==> config.mk <==
export PLATFORM = sky130hd
export DESIGN_NAME = vrt_table
export DESIGN_NICKNAME = d
export VERILOG_FILES = /design/src/sv/vrt_pkg.sv /design/src/sv/vrt_table.sv
export SDC_FILE = /design/constraint.sdc
export NUM_CORES = 2
export LEC_CHECK = 0
export BUFFER_PORTS_ARGS = -buffer_cell sky130_fd_sc_hd__buf_2
export CAP_MARGIN = 20
export CORE_MARGIN = 5
export CORE_UTILIZATION = 45
export CTS_BUF_LIST = sky130_fd_sc_hd__clkbuf_4 sky130_fd_sc_hd__clkbuf_8 sky130_fd_sc_hd__clkbuf_16
export CTS_CLUSTER_SIZE = 28
export DETAILED_ROUTE_END_ITERATION = 16
export PLACE_DENSITY_LB_ADDON = 0.25
export SYNTH_ARGS = -nofsm -noshare
export SYNTH_HDL_FRONTEND = slang
export SYNTH_SLANG_ARGS = --single-unit
==> constraint.sdc <==
create_clock -name aclk -period 17.4 [get_ports aclk]
set_input_delay 3.48 -clock aclk [delete_from_list [all_inputs] [get_ports aclk]]
set_output_delay 3.48 -clock aclk [all_outputs]
set_load 0.03 [all_outputs]
==> src/sv/vrt_pkg.sv <==
// Shared types, codes and helpers for the verse reference translator.
// No dependencies; imported by vrt_table and verse_reference_translator.
package vrt_pkg;

    localparam logic [1:0] OP_LOAD_BOOK    = 2'd0;
    localparam logic [1:0] OP_LOAD_CHAPTER = 2'd1;
    localparam logic [1:0] OP_LOCATE       = 2'd2;
    localparam logic [1:0] OP_COMPOSE      = 2'd3;

    localparam logic [1:0] CFG_BOOK_COUNT     = 2'd0;
    localparam logic [1:0] CFG_CHAPTER_COUNT  = 2'd1;
    localparam logic [1:0] CFG_HEADING_MARKER = 2'd2;
    localparam logic [1:0] CFG_ABSENT_MARKER  = 2'd3;

    typedef struct packed {
        logic [15:0] start;
        logic [7:0]  limit;
    } vrt_entry_t;

    typedef struct packed {
        logic        start_search;
        logic        start_read;
        logic [15:0] key;
    } vrt_cmd_t;

    typedef struct packed {
        logic       done;
        vrt_entry_t entry;
    } vrt_rsp_t;

    function automatic logic [7:0] sat_diff8(input logic [15:0] a, input logic [15:0] b);
        logic [15:0] diff;
        diff = a - b;
        if (a < b) begin
            return 8'd0;
        end else if (diff > 16'd255) begin
            return 8'd255;
        end else begin
            return diff[7:0];
        end
    endfunction

endpackage

==> src/sv/vrt_table.sv <==
// One table (start offset and limit per slot) in a synchronous memory,
// with a floor-search engine and a direct read. Depends on vrt_pkg.
module vrt_table #(
    parameter int DEPTH = 128
) (
    input  logic                               aclk,
    input  logic                               aresetn,
    input  vrt_pkg::vrt_cmd_t                  cmd,
    input  logic [$clog2(DEPTH)-1:0]           last,
    input  logic [$clog2(DEPTH)-1:0]           addr,
    input  logic                               wr_en,
    input  logic [$clog2(DEPTH)-1:0]           wr_addr,
    input  vrt_pkg::vrt_entry_t                wr_entry,
    output vrt_pkg::vrt_rsp_t                  rsp,
    output logic [$clog2(DEPTH)-1:0]           slot
);
    import vrt_pkg::*;

    localparam int AW = $clog2(DEPTH);

    localparam logic [1:0] ST_IDLE  = 2'd0;
    localparam logic [1:0] ST_PROBE = 2'd1;
    localparam logic [1:0] ST_FINAL = 2'd2;
    localparam logic [1:0] ST_FETCH = 2'd3;

    vrt_entry_t mem [DEPTH];
    vrt_entry_t rd_data_reg;
    logic [AW-1:0] rd_addr;

    logic [1:0]    state_reg, state_next;
    logic [AW-1:0] low_reg, low_next;
    logic [AW-1:0] high_reg, high_next;
    logic [AW-1:0] mid_reg, mid_next;
    logic [15:0]   key_reg, key_next;

    logic          le;
    logic [AW-1:0] nl, nh, span, mid_n;

    always_ff @(posedge aclk) begin
        if (wr_en) begin
            mem[wr_addr] <= wr_entry;
        end
        rd_data_reg <= mem[rd_addr];
    end

    assign le    = rd_data_reg.start <= key_reg;
    assign nl    = le ? mid_reg : low_reg;
    assign nh    = le ? high_reg : mid_reg;
    assign span  = nh - nl;
    assign mid_n = nl + (span >> 1);

    always_comb begin
        state_next = state_reg;
        low_next   = low_reg;
        high_next  = high_reg;
        mid_next   = mid_reg;
        key_next   = key_reg;
        rd_addr    = low_reg;
        unique case (state_reg)
            ST_IDLE: begin
                if (cmd.start_search) begin
                    key_next  = cmd.key;
                    low_next  = '0;
                    high_next = last;
                    if (last > AW'(1)) begin
                        mid_next   = last >> 1;
                        rd_addr    = last >> 1;
                        state_next = ST_PROBE;
                    end else begin
                        rd_addr    = last;
                        state_next = ST_FINAL;
                    end
                end else if (cmd.start_read) begin
                    low_next   = addr;
                    rd_addr    = addr;
                    state_next = ST_FETCH;
                end
            end
            ST_PROBE: begin
                low_next  = nl;
                high_next = nh;
                if (span > AW'(1)) begin
                    mid_next = mid_n;
                    rd_addr  = mid_n;
                end else begin
                    rd_addr    = nh;
                    state_next = ST_FINAL;
                end
            end
            ST_FINAL: begin
                rd_addr    = low_reg;
                state_next = le ? ST_IDLE : ST_FETCH;
            end
            ST_FETCH: begin
                state_next = ST_IDLE;
            end
            default: begin
                state_next = ST_IDLE;
            end
        endcase
    end

    always_ff @(posedge aclk) begin
        if (!aresetn) begin
            state_reg <= ST_IDLE;
        end else begin
            state_reg <= state_next;
        end
        low_reg  <= low_next;
        high_reg <= high_next;
        mid_reg  <= mid_next;
        key_reg  <= key_next;
    end

    assign rsp.done  = (state_reg == ST_FETCH) || ((state_reg == ST_FINAL) && le);
    assign rsp.entry = rd_data_reg;
    assign slot      = (state_reg == ST_FETCH) ? low_reg : high_reg;

endmodule

After elaboration in Yosys (flattened, before gate mapping)
Memories as Yosys holds them, arrays and structs flattened. A register that Yosys moved wholly into a read port is not among the register bits.
Cells that the tools add are included.
{"block": "word_totals", "latchBits": 0, "mem_count": 1, "reg_bits": 39, "ram_bits": 3072, "input_bits": 66, "rom_bits": 0, "out_inout_bits": 32}
{"name": "mem", "depth": 128, "width": 24, "read_ports": 1, "rd_clocked_by_memory_dff": 1, "write_ports": 1, "line_no": "vrt_table.sv:26", "source": "vrt_entry_t mem [DEPTH];"}
{"block": "classes", "eq_ne": 8, "reduce_logical": 8, "muxes": 24, "n_mul": 0, "div": 0, "order_cmp": 3, "n_shift": 0, "n_addsub": 2, "n_bitwise": 0}
{"op": "$mux 7", "n": 12}
{"op": "$pmux 7 s2", "n": 4}
{"op": "$le 16x16->1", "n": 1}
{"op": "$gt 7x1->1 const B", "n": 2}
{"op": "$mux 2", "n": 5}
{"op": "$ne 2x2->1 const B", "n": 4}
{"op": "$pmux 2 s4", "n": 1}
{"op": "$add 7x6->7", "n": 1}
{"op": "$sub 7x7->7", "n": 1}
{"op": "$reduce_and 2->1", "n": 3}
{"op": "$eq 2x2->1 const B", "n": 2}
{"op": "$reduce_and 4->1", "n": 1}
{"op": "$ne 3x3->1 const B", "n": 1}
{"op": "$eq 2x1->1 const B", "n": 1}
{"op": "$logic_not 2->1", "n": 1}
{"op": "$mux 1", "n": 2}
{"op": "$reduce_bool 2->1", "n": 1}
{"op": "$logic_and 1x1->1", "n": 1}
{"op": "$logic_or 1x1->1", "n": 1}

Depth between registers and ports, before layout
{"block": "logic_depth", "depth_word": 6, "ltp_mapped": 34, "mapped_depth_nobuf": 29}

Least setup slack after synthesis
No wires, ideal clock.
{"block": "synth_path", "path_type": "input to register", "from": "in cmd[16] in the netlist's numbering", "to": "reg rsp[12] (netlist name)", "path_buffers": 7, "path_slack_ps": 10729, "cell_stages": 18, "setup_time_ps": 135, "required_ps": 17265, "t_arrival_ps": 6536, "cell_sequence": "clkbuf_1 > mux2i_1 > mux2i_1 > a22oi_1 > o21ai_0 > and3_1 > buf_4 > nor3_4 > buf_6 > buf_12 > buf_6 > buf_4 > buf_2 > nand3_1 > a311oi_1 > nor3_1 > nor4_1 > nand4_1"}
{"block": "synth_via", "elab_chain_len": 3}
{"item": "start: declaration", "line_no": "vrt_table.sv:8", "source": "input vrt_pkg::vrt_cmd_t cmd,"}
{"item": "$mux 7"}
{"item": "$mux 7", "line_no": "vrt_table.sv:61", "source": "if (cmd.start_search) begin"}
{"item": "$pmux 7 s2", "line_no": "vrt_table.sv:59", "source": "unique case (state_reg)"}
Every way passes these cells.
A chain may end at the register's enable or synchronous reset.

Worst setup path after layout
{"block": "layout_path", "from": "reg rsp[16] (netlist name)", "to": "reg rsp[23] (netlist name)"}
{"block": "layout_via", "elab_chain_len": 6, "elab_cells_between_ends": 8}
{"item": "$le 16x16->1 *", "line_no": "vrt_table.sv:46", "source": "assign le = rd_data_reg.start <= key_reg;"}
{"item": "$mux 7, on equally long branches", "line_no": "vrt_table.sv:48, vrt_table.sv:47"}
{"item": "$sub 7x7->7", "line_no": "vrt_table.sv:49", "source": "assign span = nh - nl;"}
{"item": "$add 7x6->7 or $gt 7x1->1 (tied branches)", "line_no": "vrt_table.sv:50, vrt_table.sv:82"}
{"item": "$mux 7 *", "line_no": "vrt_table.sv:82", "source": "if (span > AW'(1)) begin"}
{"item": "$pmux 7 s2 *", "line_no": "vrt_table.sv:59"}
Mark *: on every way between the ends. The rest lies on a longest branch, timed or not.

==> metrics.md <==
| Metric | Value |
|---|---|
| Status | finished clean |
| Syn avg cell area | 13.4 µm² |
| Clock Path Buffers | 4 |
| Grt total ovfl | 0 |
| Sum Neg Setup Slack | 0 ps |
| Final slew viol count | 0 |
| CTS tree | yes |
| Number of warnings issued by yosys | 0 |
| Global route hottest layer | met2 |
| Post-synthesis register bit count | 3135 |
| Final WL | 412 mm |
| Async set or reset register ratio after synthesis | 0% |
| RSZ-0062 raised after global routing | no |
| Post-DRT Antenna Nets | 0 |
| Largest fanout on the critical path | 157 |
| Met1 global-route usage | 37.9% |
| Mapped Area | 127000 µm² |
| Via density | 6.28 |
| Total GRT Usage | 27.3% |
| Worst hold slack | 755 ps |
| CP Capture Type | flip-flop |
| Pin count of the biggest net entering global routing | 168 |
| Via Count | 84.8k |
| Clk root buf | clkbuf_16 |
| Vias in the first global route | 79.4k |
| RD Place Congestion | 0.895 |
| Core Util, Final | 50.6% |
| Post-DP HPWL | 231 mm |
| Num CTS Buffers | 329 |
| Num Clock Sinks | 3135 |
| Leading area contributor after synthesis | edfxtp_1 |
| Drt first-iter violations | 11.5k |
| Final Cycle Share | 60.0% |
| Setup CP Type | flip-flop to flip-flop |
| Seq/Total Area, Yosys | 73.9% |
| Final count of hold timing violations | 0 |
| Die area | 293000 µm² |
| Yosys top cell area share | 73.5% |
| Met2 Track Usage GR | 41.1% |
| Met3 GRT Util | 6.86% |
| Slew margin rel. | 15.3% |
| Skew final | 82.1 ps |
| Worst-path clk slew | 60 ps |
| Netlist cell types | 88 |
| Die Y-Extent | 541 µm |
| Core Box Area | 282000 µm² |
| EDFF count, synth | 3109 |
| I/O Buffers | 97 |
| Row count | 195 |
| Most common cell after layout, fill and taps aside | edfxtp_1 |
| Clock latency on the worst-skew pair | 920 ps |
| Cell count after synthesis | 9472 |
| Reg-to-reg slack, setup | 6950 ps |
| Share of cells above drive strength 1 | 11.5% |
| Initial antenna violation count | 27 |
| DR DRC count | 0 |
| Synth Flop Type | edfxtp_1 |
| Crit path DAT | 11020 ps |
| FMAX | 95.7 MHz |
| Finish-stage setup viols | 0 |
| Max FFs per register | 3072 |
| Most frequent cells in the layout | edfxtp_1, nand2_1, nand3_1, a311oi_1, clkbuf_16 |
| Hold Crit Class | flip-flop to flip-flop |
| Synth top area cells | edfxtp_1, nand2_1, nand3_1, a311oi_1, nor4b_1 |
| Initial Util | 45.1% |
| Minimum clock period | 10450 ps |
| First-pass GRT wire length | 586 mm |
| Hold_buf cts | 0 |
| Setup crit start kind | flip-flop |
| Chip Width | 541 µm |
| Setup Buffers After CTS | 0 |
| Total I/O pin count | 98 |
| Max Cap Viol | 0 |
| H-tree levels | 5 |
| Drt pass-1 iters | 7 |
| Measured slew at the worst slew-check pin | 1260 ps |
| CTS resizes | 0 |
| Nets@finish | 9572 |
| Layout overhead on the synthesized area | 12.2% |
| Worst EP required | 17980 ps |
| Drt wl/cell | 30.6 µm |
| Post-Syn Nets | 9560 |
metrics by stage:
stage,setup slack [ps],area [µm²],instances
floorplan,10730,127000,9472
global placement,6460,132000,12900
detailed placement,7150,132000,12900
CTS,7110,142000,13500
global route,6510,142000,13500
finish,6950,143000,13500
worst paths after layout:
| path | startpoint | to | cells after the start |
|---|---|---|---|
| max | rsp[16] | rsp[23] | 26 |
| min | mid_reg[5] | high_reg[5] | 4 |
| max reg2reg | rsp[16] | rsp[23] | 26 |
| min reg2reg | mid_reg[5] | high_reg[5] | 4 |
cell usage after synthesis (all sizes together), types with 40 or more instances:
library cell,instances
a211oi,255
a21oi,120
a31oi,174
nor4b,233
nor2,173
nand3,956
a311oi,410
nand4,40
nor3,57
buf,413
and3,116
edfxtp,3109
clkbuf,304
nand2,2628
logic make-up (layout without fill, tap and decap cells):
logic type | count (synthesis) | in the layout | share of synthesized area [%]
compound gates | 1193 | 1193 | 7.21
xor+xnor | 16 | 16 | 0.116
fa+ha+maj | 23 | 23 | 0.225
buf+inv | 754 | 1021 | 2.78
flops | 3135 | 3135 | 73.9
mux | 51 | 51 | 0.559
other cells | 0 | 18 | 0
simple gates | 4300 | 4300 | 15.2
critical path: stages (launching register included):
cell and delay (ps):
dfxtp_1 630, ha_1 230, nand4_1 240, or2_1 360, nor3_4 580, a31o_2 540, mux2i_1 350, ha_1 290
inv_1 90, ha_1 270, a21o_1 210, a221oi_1 330, nor3b_1 100, mux2i_1 240, o211ai_2 130, xor2_2 370
a31oi_4 190, buf_12 280, nor3_4 350, buf_4 520, buf_12 580, buf_4 790, nand3_1 170, a31oi_1 260
nor3_1 130, nor4_2 950, nand4_1 550
layer usage:
metal  up-vias  wire length [µm]
li1      35900                 -
met1     43100            160000
met2      4975            183000
met3       861             48200
met4        14             20400
met5         -                92
area by class of cell:
| cell class | count | area, µm² |
|---|---|---|
| timing repair buffer | 398 | 3140 |
| clock inverter | 157 | 1260 |
| clock buffer | 429 | 9150 |
| inverter | 37 | 139 |
| tap | 3743 | 4680 |
| multi-input combinational | 5583 | 30200 |
| antenna | 18 | 45.0 |
| sequential | 3135 | 93900 |
| fill | 23500 | 139000 |
Power is not shown: default switching activity piles up to over one toggle a cycle in this logic, so the estimate is an artifact.
